### src/rtl/pwli_pkg.sv
`default_nettype none

package pwli_pkg;

  localparam int MAX_KNOTS = 64;
  localparam int ADDR_W    = $clog2(MAX_KNOTS);
  localparam int CNT_W     = 7;
  localparam int DATA_W    = 32;
  localparam int FRAC_W    = 16;
  localparam int QUOT_W    = DATA_W + FRAC_W;
  localparam int DIV_STEPS = QUOT_W;
  localparam int MUL_STEPS = DATA_W;
  localparam int STEP_W    = $clog2(DIV_STEPS);

  localparam logic [CNT_W-1:0] KNOT_COUNT_RESET = CNT_W'(2);
  localparam logic [CNT_W-1:0] KNOT_COUNT_MIN   = CNT_W'(2);
  localparam logic [CNT_W-1:0] KNOT_COUNT_MAX   = CNT_W'(MAX_KNOTS);

  localparam logic ACT_WRITE = 1'b0;
  localparam logic ACT_QUERY = 1'b1;

  typedef enum logic [2:0] {
    ST_IDLE,
    ST_RD_FIRST,
    ST_RD_LAST,
    ST_SCAN,
    ST_DIV,
    ST_MUL,
    ST_DONE
  } pwli_state_t;

  typedef struct packed {
    logic              wr_en;
    logic              load_q;
    logic              rd_en;
    logic [ADDR_W-1:0] rd_addr;
    logic              cap_first;
    logic              cap_last;
    logic              shift_prev;
    logic              seg_load;
    logic              div_step;
    logic              mul_step;
    logic              emit;
    logic              found;
  } pwli_cmd_t;

  typedef struct packed {
    logic hit;
    logic outside;
  } pwli_sts_t;

endpackage

`default_nettype wire

### src/rtl/pwli_datapath.sv
`default_nettype none

module pwli_datapath
  import pwli_pkg::*;
(
  input  wire logic                     clk,
  input  wire logic                     rst_n,
  input  wire pwli_cmd_t                cmd,
  output pwli_sts_t                     sts,
  input  wire logic [ADDR_W-1:0]        in_knot_index,
  input  wire logic signed [DATA_W-1:0] in_knot_x,
  input  wire logic signed [DATA_W-1:0] in_knot_y,
  input  wire logic signed [DATA_W-1:0] in_query_x,
  output logic                          out_valid,
  output logic signed [DATA_W-1:0]      out_value_y,
  output logic                          out_in_range
);

  logic signed [DATA_W-1:0] mem_x [MAX_KNOTS];
  logic signed [DATA_W-1:0] mem_y [MAX_KNOTS];

  logic signed [DATA_W-1:0] rd_x_r, rd_y_r;
  logic signed [DATA_W-1:0] q_r, first_x_r, last_x_r, prev_x_r, prev_y_r;
  logic [DATA_W-1:0]        den_r, rem_r, dq_r;
  logic [QUOT_W-1:0]        num_r, acc_r;
  logic                     neg_r, zero_r;
  logic                     out_valid_r, out_in_range_r;
  logic signed [DATA_W-1:0] out_value_y_r;

  logic signed [DATA_W:0]   dx, dy, dq, dy_mag;
  logic [DATA_W+1:0]        trial;
  logic signed [QUOT_W+1:0] prod;
  logic signed [QUOT_W+1-FRAC_W:0] term;
  logic signed [QUOT_W+2-FRAC_W:0] sum;
  logic signed [DATA_W-1:0] sat;

  always_ff @(posedge clk) begin
    if (cmd.wr_en) begin
      mem_x[in_knot_index] <= in_knot_x;
      mem_y[in_knot_index] <= in_knot_y;
    end
    if (cmd.rd_en) begin
      rd_x_r <= mem_x[cmd.rd_addr];
      rd_y_r <= mem_y[cmd.rd_addr];
    end
  end

  always_comb begin
    sts.hit     = (q_r >= prev_x_r) && (q_r <= rd_x_r);
    sts.outside = (q_r > last_x_r) || (q_r < first_x_r);
  end

  always_comb begin
    dx     = (DATA_W+1)'(rd_x_r) - (DATA_W+1)'(prev_x_r);
    dy     = (DATA_W+1)'(rd_y_r) - (DATA_W+1)'(prev_y_r);
    dq     = (DATA_W+1)'(q_r) - (DATA_W+1)'(prev_x_r);
    dy_mag = dy[DATA_W] ? -dy : dy;
    trial  = {1'b0, rem_r, num_r[QUOT_W-1]} - {2'b00, den_r};
    prod   = neg_r ? -$signed({2'b00, acc_r}) : $signed({2'b00, acc_r});
    term   = prod[QUOT_W+1:FRAC_W];
    sum    = (QUOT_W+3-FRAC_W)'(prev_y_r) + (QUOT_W+3-FRAC_W)'(term);
    if (sum > $signed((QUOT_W+3-FRAC_W)'({1'b0, {(DATA_W-1){1'b1}}}))) begin
      sat = {1'b0, {(DATA_W-1){1'b1}}};
    end else if (sum < -$signed((QUOT_W+3-FRAC_W)'({1'b1, {(DATA_W-1){1'b0}}}))) begin
      sat = {1'b1, {(DATA_W-1){1'b0}}};
    end else begin
      sat = sum[DATA_W-1:0];
    end
  end

  always_ff @(posedge clk) begin
    if (cmd.load_q) begin
      q_r <= in_query_x;
    end
    if (cmd.cap_first) begin
      first_x_r <= rd_x_r;
      prev_x_r  <= rd_x_r;
      prev_y_r  <= rd_y_r;
    end else if (cmd.shift_prev) begin
      prev_x_r <= rd_x_r;
      prev_y_r <= rd_y_r;
    end
    if (cmd.cap_last) begin
      last_x_r <= rd_x_r;
    end
    if (cmd.seg_load) begin
      den_r  <= dx[DATA_W-1:0];
      rem_r  <= '0;
      num_r  <= {dy_mag[DATA_W-1:0], {FRAC_W{1'b0}}};
      neg_r  <= dy[DATA_W];
      zero_r <= (dx == '0);
      dq_r   <= dq[DATA_W-1:0];
      acc_r  <= '0;
    end else if (cmd.div_step) begin
      if (!trial[DATA_W+1]) begin
        rem_r <= trial[DATA_W-1:0];
        num_r <= {num_r[QUOT_W-2:0], 1'b1};
      end else begin
        rem_r <= {rem_r[DATA_W-2:0], num_r[QUOT_W-1]};
        num_r <= {num_r[QUOT_W-2:0], 1'b0};
      end
    end else if (cmd.mul_step) begin
      acc_r <= {acc_r[QUOT_W-2:0], 1'b0} + ((dq_r[DATA_W-1] && !zero_r) ? num_r : '0);
      dq_r  <= {dq_r[DATA_W-2:0], 1'b0};
    end
  end

  always_ff @(posedge clk) begin
    if (!rst_n) begin
      out_valid_r <= 1'b0;
    end else begin
      out_valid_r <= cmd.emit;
    end
  end

  always_ff @(posedge clk) begin
    if (cmd.emit) begin
      out_value_y_r  <= cmd.found ? sat : '0;
      out_in_range_r <= cmd.found;
    end
  end

  assign out_valid    = out_valid_r;
  assign out_value_y  = out_value_y_r;
  assign out_in_range = out_in_range_r;

endmodule

`default_nettype wire

### src/rtl/pwli_controller.sv
`default_nettype none

module pwli_controller
  import pwli_pkg::*;
(
  input  wire logic             clk,
  input  wire logic             rst_n,
  input  wire logic             start,
  output logic                  busy,
  input  wire logic             in_action,
  input  wire logic             cfg_valid,
  output logic                  cfg_ready,
  input  wire logic [CNT_W-1:0] cfg_knot_count,
  input  wire pwli_sts_t        sts,
  output pwli_cmd_t             cmd
);

  pwli_state_t       state_r, state_nxt;
  logic [ADDR_W-1:0] idx_r, idx_nxt;
  logic [STEP_W-1:0] step_r, step_nxt;
  logic              found_r, found_nxt;
  logic [CNT_W-1:0]  knot_count_r;
  logic [CNT_W-1:0]  n_eff;
  logic [ADDR_W-1:0] last_idx;

  assign cfg_ready = 1'b1;
  assign busy      = (state_r != ST_IDLE);

  always_comb begin
    if (knot_count_r < KNOT_COUNT_MIN) begin
      n_eff = KNOT_COUNT_MIN;
    end else if (knot_count_r > KNOT_COUNT_MAX) begin
      n_eff = KNOT_COUNT_MAX;
    end else begin
      n_eff = knot_count_r;
    end
    last_idx = ADDR_W'(n_eff - CNT_W'(1));
  end

  always_ff @(posedge clk) begin
    if (!rst_n) begin
      state_r      <= ST_IDLE;
      idx_r        <= '0;
      step_r       <= '0;
      found_r      <= 1'b0;
      knot_count_r <= KNOT_COUNT_RESET;
    end else begin
      state_r <= state_nxt;
      idx_r   <= idx_nxt;
      step_r  <= step_nxt;
      found_r <= found_nxt;
      if (cfg_valid && cfg_ready) begin
        knot_count_r <= cfg_knot_count;
      end
    end
  end

  always_comb begin
    state_nxt = state_r;
    idx_nxt   = idx_r;
    step_nxt  = step_r;
    found_nxt = found_r;
    cmd       = '0;
    cmd.found = found_r;
    unique case (state_r)
      ST_IDLE: begin
        if (start) begin
          if (in_action == ACT_QUERY) begin
            cmd.load_q  = 1'b1;
            cmd.rd_en   = 1'b1;
            cmd.rd_addr = '0;
            found_nxt   = 1'b0;
            state_nxt   = ST_RD_FIRST;
          end else begin
            cmd.wr_en = 1'b1;
          end
        end
      end
      ST_RD_FIRST: begin
        cmd.cap_first = 1'b1;
        cmd.rd_en     = 1'b1;
        cmd.rd_addr   = last_idx;
        state_nxt     = ST_RD_LAST;
      end
      ST_RD_LAST: begin
        cmd.cap_last = 1'b1;
        cmd.rd_en    = 1'b1;
        cmd.rd_addr  = ADDR_W'(1);
        idx_nxt      = ADDR_W'(1);
        state_nxt    = ST_SCAN;
      end
      ST_SCAN: begin
        if (sts.hit) begin
          cmd.seg_load = 1'b1;
          found_nxt    = 1'b1;
          step_nxt     = '0;
          state_nxt    = ST_DIV;
        end else if (sts.outside || idx_r == last_idx) begin
          state_nxt = ST_DONE;
        end else begin
          cmd.shift_prev = 1'b1;
          cmd.rd_en      = 1'b1;
          cmd.rd_addr    = idx_r + ADDR_W'(1);
          idx_nxt        = idx_r + ADDR_W'(1);
        end
      end
      ST_DIV: begin
        cmd.div_step = 1'b1;
        step_nxt     = step_r + STEP_W'(1);
        if (step_r == STEP_W'(DIV_STEPS - 1)) begin
          step_nxt  = '0;
          state_nxt = ST_MUL;
        end
      end
      ST_MUL: begin
        cmd.mul_step = 1'b1;
        step_nxt     = step_r + STEP_W'(1);
        if (step_r == STEP_W'(MUL_STEPS - 1)) begin
          step_nxt  = '0;
          state_nxt = ST_DONE;
        end
      end
      ST_DONE: begin
        cmd.emit  = 1'b1;
        state_nxt = ST_IDLE;
      end
      default: begin
        state_nxt = ST_IDLE;
      end
    endcase
  end

  a_scan_index: assert property (@(posedge clk) disable iff (!rst_n)
    state_r == ST_SCAN |-> (idx_r != '0) && (idx_r <= last_idx))
    else $error("Scan index has left the knot table.");

  a_query_starts: assert property (@(posedge clk) disable iff (!rst_n)
    (start && !busy && in_action == ACT_QUERY) |=> state_r == ST_RD_FIRST)
    else $error("Accepted query did not start a table read.");

  a_div_to_mul: assert property (@(posedge clk) disable iff (!rst_n)
    (state_r == ST_DIV && step_r == STEP_W'(DIV_STEPS - 1)) |=> state_r == ST_MUL)
    else $error("Division did not hand over to multiplication.");

  a_emit_once: assert property (@(posedge clk) disable iff (!rst_n)
    cmd.emit |=> !cmd.emit && state_r == ST_IDLE)
    else $error("Result word was issued twice.");

endmodule

`default_nettype wire

### src/rtl/piecewise_linear_interpolator.sv
// Channel   Handshake            Payload
// input     start / busy         in_action, in_knot_index, in_knot_x, in_knot_y, in_query_x
// result    out_valid (strobe)   out_value_y, out_in_range
// config    cfg_valid/cfg_ready  cfg_knot_count
//
// A knot write keeps busy low. A query that finds no segment ends after the scan,
// and one that hits goes on to the divider and the multiplier: the linear scan reads
// one knot per cycle from the table memory, then a 48-step serial divider forms the
// slope and a 32-step serial multiplier the offset.
// Reset is synchronous and active low; it sets knot_count to 2 and leaves the tables
// as they are. The result word is shown for one cycle and cannot be stalled.
`default_nettype none

module piecewise_linear_interpolator
  import pwli_pkg::*;
(
  input  wire logic                     clk,
  input  wire logic                     rst_n,
  input  wire logic                     start,
  output logic                          busy,
  input  wire logic                     in_action,
  input  wire logic [ADDR_W-1:0]        in_knot_index,
  input  wire logic signed [DATA_W-1:0] in_knot_x,
  input  wire logic signed [DATA_W-1:0] in_knot_y,
  input  wire logic signed [DATA_W-1:0] in_query_x,
  output logic                          out_valid,
  output logic signed [DATA_W-1:0]      out_value_y,
  output logic                          out_in_range,
  input  wire logic                     cfg_valid,
  output logic                          cfg_ready,
  input  wire logic [CNT_W-1:0]         cfg_knot_count
);

  pwli_cmd_t cmd;
  pwli_sts_t sts;

  pwli_controller u_ctrl (
    .clk            (clk),
    .rst_n          (rst_n),
    .start          (start),
    .busy           (busy),
    .in_action      (in_action),
    .cfg_valid      (cfg_valid),
    .cfg_ready      (cfg_ready),
    .cfg_knot_count (cfg_knot_count),
    .sts            (sts),
    .cmd            (cmd)
  );

  pwli_datapath u_dp (
    .clk           (clk),
    .rst_n         (rst_n),
    .cmd           (cmd),
    .sts           (sts),
    .in_knot_index (in_knot_index),
    .in_knot_x     (in_knot_x),
    .in_knot_y     (in_knot_y),
    .in_query_x    (in_query_x),
    .out_valid     (out_valid),
    .out_value_y   (out_value_y),
    .out_in_range  (out_in_range)
  );

endmodule

`default_nettype wire

### config.mk
export PLATFORM = sky130hd
export DESIGN_NAME = piecewise_linear_interpolator
export DESIGN_NICKNAME = d
export VERILOG_FILES = /design/src/rtl/pwli_pkg.sv /design/src/rtl/pwli_datapath.sv /design/src/rtl/pwli_controller.sv /design/src/rtl/piecewise_linear_interpolator.sv
export SDC_FILE = /design/constraint.sdc
export NUM_CORES = 2
export LEC_CHECK = 0
export BUFFER_PORTS_ARGS = -buffer_cell sky130_fd_sc_hd__clkbuf_2
export CAP_MARGIN = 10
export CORE_MARGIN = 2
export CORE_UTILIZATION = 55
export DETAILED_ROUTE_END_ITERATION = 8
export PLACE_DENSITY_LB_ADDON = 0.1
export SLEW_MARGIN = 20
export SYNTH_ARGS = -nofsm -noshare
export SYNTH_HDL_FRONTEND = slang
export SYNTH_SLANG_ARGS = --single-unit
export TNS_END_PERCENT = 100
### constraint.sdc
create_clock -name clk -period 10.65 [get_ports clk]
set_input_delay 1.065 -clock clk [delete_from_list [all_inputs] [get_ports clk]]
set_output_delay 1.065 -clock clk [all_outputs]
set_load 0.05 [all_outputs]
-- Yosys cells after proc, flatten, opt, wreduce, memory -nomap -nowiden
Memories as Yosys holds them, arrays and structs flattened. A register that Yosys moved wholly into a read port is not among the register bits.
Cells that the tools add are included.
Widths: inputs -> output; s select.
- flip-flop bits (word level): 411
- latch bits: 0
- memory bits (writable): 4096
- memory bits (read-only): 0
- logic and storage cells: 138
- memories kept: 2
- $add $sub $neg: 11
- multipliers: 0
- div/mod/pow operators: 0
- order comparisons: 8
- eq/ne operators: 18
- shifts and indexed selects: 0
- mux-type cells: 54
- bitwise operators: 2
- reductions and logical operators: 21
- memory list (name ; depth ; bits a word ; read ports ; clocked after Yosys merged registers in ; write ports ; line ; source):
    u_dp.mem_x ; 64 ; 32 ; 1 ; 1 ; 1 ; pwli_datapath.sv:19 ; logic signed [DATA_W-1:0] mem_x [MAX_KNOTS];
    u_dp.mem_y ; 64 ; 32 ; 1 ; 1 ; 1 ; pwli_datapath.sv:20 ; logic signed [DATA_W-1:0] mem_y [MAX_KNOTS];
- operators by type and width (kind ; count):
    $mux 32 ; 10
    $mux 48 ; 3
    $sub 32x32->33 ; 2
    $mux 50 ; 1
    $neg 48->50 ; 1
    $add 48x48->48 ; 1
    $mux 6 ; 7
    $add 32x34->35 ; 1
    $gt 35x32->1 const B ; 1
    $lt 35x32->1 const B ; 1
    $sub 33x32->34 ; 1
    $logic_not 33->1 ; 1
    $ge 32x32->1 ; 1
    $gt 32x32->1 ; 1
    $le 32x32->1 ; 1
    $lt 32x32->1 ; 1
    $neg 32->32 ; 1
    $sub 32x32->32 ; 1
    $mux 31 ; 1
    $pmux 7 s4 ; 1
    $mux 3 ; 6
    $pmux 3 s6 ; 1
    $pmux 6 s3 ; 1
    $mux 1 ; 15
    other kinds (31) ; 53

-- Logic depth before layout (Yosys ltp)
- depth in word-level cells: 11
- gate-level depth with buffers: 26
- mapped depth without buffers: 25

-- Cells and area by module
From an unflattened synthesis, not the netlist that was laid out.
- cells, all modules: 9091
- area total of the unflattened synthesis: 186350.0 um^2
- by module, submodules not included (module ; times used ; cells each ; area each (um^2) ; seq. area each (um^2)):
    pwli_datapath ; 1 ; 8902 ; 184796.0 ; 135600.1
    pwli_controller ; 1 ; 189 ; 1554.0 ; 460.4

-- Least setup slack after synthesis
No wires, ideal clock.
- kind: reg-to-reg
- start point: register u_dp.q_r[23]
- end point: register u_dp.prev_x_r[0], enable pin
- setup time: 0.575 ns
- arrival time: 7.024 ns
- data required time: 10.075 ns
- setup slack: 3.051 ns
- stages on the path, launching flop included: 12
- buffers on the path: 2
- path through: edfxtp_1 > ha_1 > and2_1 > a2111oi_0 > o21bai_1 > a21oi_1 > a2111o_1 > a31o_2 > and2_1 > clkbuf_1 > clkbuf_1 > o21ai_0
- cells in the longest elaborated chain, start to end: 7
- ends and longest elaborated chain (item ; line ; source):
    start: declaration ; pwli_datapath.sv:23 ; logic signed [DATA_W-1:0] q_r, first_x_r, last_x_r, prev_x_r, prev_y_r;
    start signal: assignment ; pwli_datapath.sv:73 ; q_r <= in_query_x;
    $gt 32x32->1 / $lt 32x32->1 (equally long branches) ; pwli_datapath.sv:50 ; sts.outside = (q_r > last_x_r) || (q_r < first_x_r);
    $logic_or 1x1->1 ; pwli_datapath.sv:50 ;
    $logic_or 1x1->1 ; pwli_controller.sv:98 ; end else if (sts.outside || idx_r == last_idx) begin
    $mux 1 ; pwli_controller.sv:98 ;
    $mux 1 (*) ; pwli_controller.sv:93 ; if (sts.hit) begin
    $mux 2 (*) ; pwli_controller.sv:65 ; unique case (state_r)
    $reduce_bool 2->1 (no line) (*) ; -- ;
    end signal: assignment ; pwli_datapath.sv:77 ; prev_x_r <= rd_x_r;
    end signal: assignment ; pwli_datapath.sv:80 ; prev_x_r <= rd_x_r;
    end: declaration ; pwli_datapath.sv:23 ;
Mark *: on every way between the ends. The rest lies on a longest branch, timed or not.
A chain may end at the register's enable or synchronous reset.

-- Worst setup path in the final report
- start point: register u_dp.acc_r[3]
- end point: register u_dp.out_value_y_r[25], in the netlist u_dp.out_value_y[25] (data pin)
- cells in the longest elaborated chain, start to end: 6
- ends and longest elaborated chain (item ; line ; source):
    start: declaration ; pwli_datapath.sv:25 ; logic [QUOT_W-1:0] num_r, acc_r;
    start signal: assignment ; pwli_datapath.sv:103 ; acc_r <= {acc_r[QUOT_W-2:0], 1'b0} + ((dq_r[DATA_W-1] && !zero_r) ? num_r : '0);
    $neg 48->50 (*) ; pwli_datapath.sv:59 ; prod = neg_r ? -$signed({2'b00, acc_r}) : $signed({2'b00, acc_r});
    $mux 50 (*) ; pwli_datapath.sv:59 ;
    $add 32x34->35 (*) ; pwli_datapath.sv:61 ; sum = (QUOT_W+3-FRAC_W)'(prev_y_r) + (QUOT_W+3-FRAC_W)'(term);
    $lt 35x32->1 ; pwli_datapath.sv:64 ; end else if (sum < -$signed((QUOT_W+3-FRAC_W)'({1'b1, {(DATA_W-1){1'b0}}}))) begin
    $mux 32 ; pwli_datapath.sv:64 ;
    $mux 31 (*) ; pwli_datapath.sv:62 ; if (sum > $signed((QUOT_W+3-FRAC_W)'({1'b0, {(DATA_W-1){1'b1}}}))) begin
    end signal: assignment ; pwli_datapath.sv:118 ; out_value_y_r <= cmd.found ? sat : '0;
    end: declaration ; pwli_datapath.sv:28 ; logic signed [DATA_W-1:0] out_value_y_r;
Marks and branches as above.

==> impl_metrics.tcl <==
set metrics [dict create \
    outcome "finished clean" \
    tns_ns 0 \
    grt_pass1_wl_um 885000 \
    dp_slack_ns 2.73 \
    hold_depth 1 \
    rsz0062_at_grt "no" \
    tritoncts "built" \
    cts_root_buf "clkbuf_16" \
    io_buffers 148 \
    grt_max_degree 181 \
    fin_skew_ns 0.0846 \
    powerDensity_nw_per_um2 197 \
    postRouteAntennaNets 0 \
    routabilityCongestion 0.878 \
    endpoint_kind "register" \
    cts_resized 0 \
    hpwl_um 354000 \
    grt_pass1_vias 124000 \
    clock_sinks 4571 \
    drv_slew 0 \
    pin_count 150 \
    num-fill-cells 26200 \
    period_minus_slack_ns 7.97 \
    synth.avg_cell_area_um2 13.1 \
    grt_antenna_before_repair 61 \
    die_area_um2 352000 \
    htreeDepth 5 \
    coreArea_um2 346000 \
    seq_area_frac_synth 0.712 \
    drtPass1Iterations 9 \
    vias_per_cell 6.68 \
    nNetsFinal 15000 \
    async_flop_share 0 \
    timing.final.setup_violations 0 \
    drc 0 \
    final_common_cell "edfxtp_1" \
    syn-num-nets 15000 \
    crit_type "register to register" \
    synth-seq-cells 4571 \
    vdd.ir_drop.worst_mv 0.179 \
    worst-path-max-fanout 31 \
    r2r_cells 24 \
    setup_ws_ns 2.68 \
    clkLatencyLatePin_ns 1.05 \
    synthDistinctLibCells 83 \
    cts_buffers 462 \
    synth_edf_count 4451 \
    required_ns 11.37 \
    synth.area.top_cells "edfxtp_1 70%, nand2_1 4.0%, nand3_1 2.3%" \
    timing_hold_violations_final 0 \
    die_w_um 594 \
    first_iter_violations 19500 \
    timing.final.crit_share 0.749 \
    rows 216 \
    hp-class "input pin to register" \
    finalWirelength_um 627000 \
    drv_cap 0 \
    wire_per_inst_um 32.1 \
    cts.reportedPaths.clkPinSlew_ns 0.06 \
    worstMarginPinSlew_ns 1.24 \
    drive_above_1_share 0.0835 \
    layout_common_cells "4,451 x edfxtp_1, 2,031 x nand2_1, 890 x nand3_1" \
    post_synth_instance_area_um2 191000 \
    clk_path_buf_depth 4 \
    cts_hold_buffers 0 \
    die_h_um 594 \
    fmax_mhz 125 \
    syn2layout_area_growth_pct 11.1 \
    synth_warnings 0 \
    grt_usage 0.348 \
    post_cts_buffers 0 \
    vias 131000 \
    synth_top_cell_by_area "edfxtp_1" \
    synth_ff_type "edfxtp_1" \
    maxSlewHeadroom 0.168 \
    synthCells 14600 \
    hold_ws_ns 0.238 \
    p_leak_uw 0.0720 \
    grt_overflow 0 \
    critPathLaunchType "register" \
    synth_top_area_share 0.699 \
    arrival_ns 8.70 \
    initial_core_util 0.553 \
]
==> cell usage after synthesis, types with 54 or more instances <==
cell and number:
edfxtp_1 4451, nand2_1 2039, nand3_1 892, clkbuf_1 803
nor2_1 706, o21ai_0 643, a21oi_1 564, nor3_1 503
or3_1 394, a31oi_1 379, o211ai_1 333, ha_1 308
inv_1 257, and3_1 169, o221ai_1 164, xnor2_1 156
buf_1 153, mux2i_1 143, a21o_1 138, dfxtp_1 120
nand4_1 110, o22ai_1 108, xor2_1 86, o311ai_0 85
a221oi_1 77, and2_1 64, a211o_1 60, a211oi_1 55
nor2b_1 54
==> critical path, stage by stage, from the launching register on <==
cell,delay [ns]
dfxtp_1,0.33
nor4_1,0.45
nand4_1,0.25
or3_4,0.41
or4_4,0.49
or4_4,0.46
or4_4,0.46
or4_4,0.48
or4_4,0.56
or3_4,0.35
or3_1,0.34
or2_4,0.26
nand2_1,0.08
xnor2_1,0.13
ha_1,0.31
a21o_1,0.17
a21o_1,0.18
a41oi_1,0.26
o21bai_1,0.12
a21o_1,0.22
a311oi_1,0.34
xnor2_1,0.14
o311a_1,0.36
buf_4,0.27
a31o_2,0.27
==> cells by family after synthesis <==
kind of cell               Yosys count  share of synthesized area
buffers and inverters             1216                     0.0239
other                                1                  0.0000196
DFF                               4571                      0.712
adders and majority gates          314                     0.0208
muxes                              145                    0.00761
AOI/OAI and AO/OA                 2970                      0.102
xor gates and xnor gates           242                     0.0111
and+or+nand+nor                   5103                      0.123
==> final timing paths <==
check	from	to	slack (ns)
min	in_query_x[4]	u_dp.q_r[4]$_DFFE_PP_	0.24
max reg2reg	u_dp.acc_r[3]$_SDFFE_PP0P_	u_dp.out_value_y[25]$_SDFFCE_PN0P_	2.68
max	u_dp.acc_r[3]$_SDFFE_PP0P_	u_dp.out_value_y[25]$_SDFFCE_PN0P_	2.68
min reg2reg	u_dp.num_r[6]$_SDFFE_PP0N_	u_dp.num_r[7]$_SDFFE_PP0N_	0.47
==> stage by stage <==
| stage | utilization | instances | power, uW | cell area, um^2 |
|---|---|---|---|---|
| floorplan | - | 14600 | 24300 | 191000 |
| global placement | 0.571 | 18600 | 26400 | 198000 |
| detailed placement | 0.572 | 18600 | 26500 | 198000 |
| CTS | 0.613 | 19500 | 41900 | 212000 |
| global route | 0.614 | 19500 | 43100 | 212000 |
| finish | 0.614 | 19500 | 41900 | 212000 |
==> state kept, by name, summed over array words and instances (netlist names), 3 cells and up <==
register / flops
u_ctrl.idx_r: 6
u_ctrl.knot_count_r: 7
u_ctrl.state_r: 3
u_ctrl.step_r: 6
u_dp.acc_r: 48
u_dp.den_r: 32
u_dp.dq_r: 32
u_dp.first_x_r: 32
u_dp.last_x_r: 32
u_dp.mem_x: 2048
u_dp.mem_y: 2048
u_dp.num_r: 48
u_dp.out_value_y: 32
u_dp.prev_x_r: 32
u_dp.prev_y_r: 32
u_dp.q_r: 32
u_dp.rd_x_r: 32
u_dp.rd_y_r: 32
u_dp.rem_r: 32
==> power by group <==
part           total, uW  switching (uW)  internal (uW)
clock network      15600            6920           8700
logic               5880            4010           1870
registers          20400             362          20000
total              41900           11300          30600
==> routing by layer <==
| metal | part of all wire | vias to the layer above | track usage | routed length, um |
|---|---|---|---|---|
| li1 | - | 55600 | - | - |
| met1 | 0.37 | 65300 | 0.463 | 231000 |
| met2 | 0.46 | 8138 | 0.543 | 287000 |
| met3 | 0.11 | 1526 | 0.0695 | 71900 |
| met4 | 0.057 | 20 | 0.185 | 36000 |
| met5 | 0.00022 | - | 0 | 135 |
==> final cells by class <==
class                   count  area, um^2  area share
flip-flops and latches   4571      136000       0.641
clock buffers             606       12300      0.0578
repair buffers            466        3830      0.0180
multi-input cells        8775       51300       0.242
clock inverters           244        2070     0.00975
diodes                     37        92.6    0.000436
inverters                 258         971     0.00457
well taps                4578        5730      0.0270
Power figures use the tool's default switching activity.
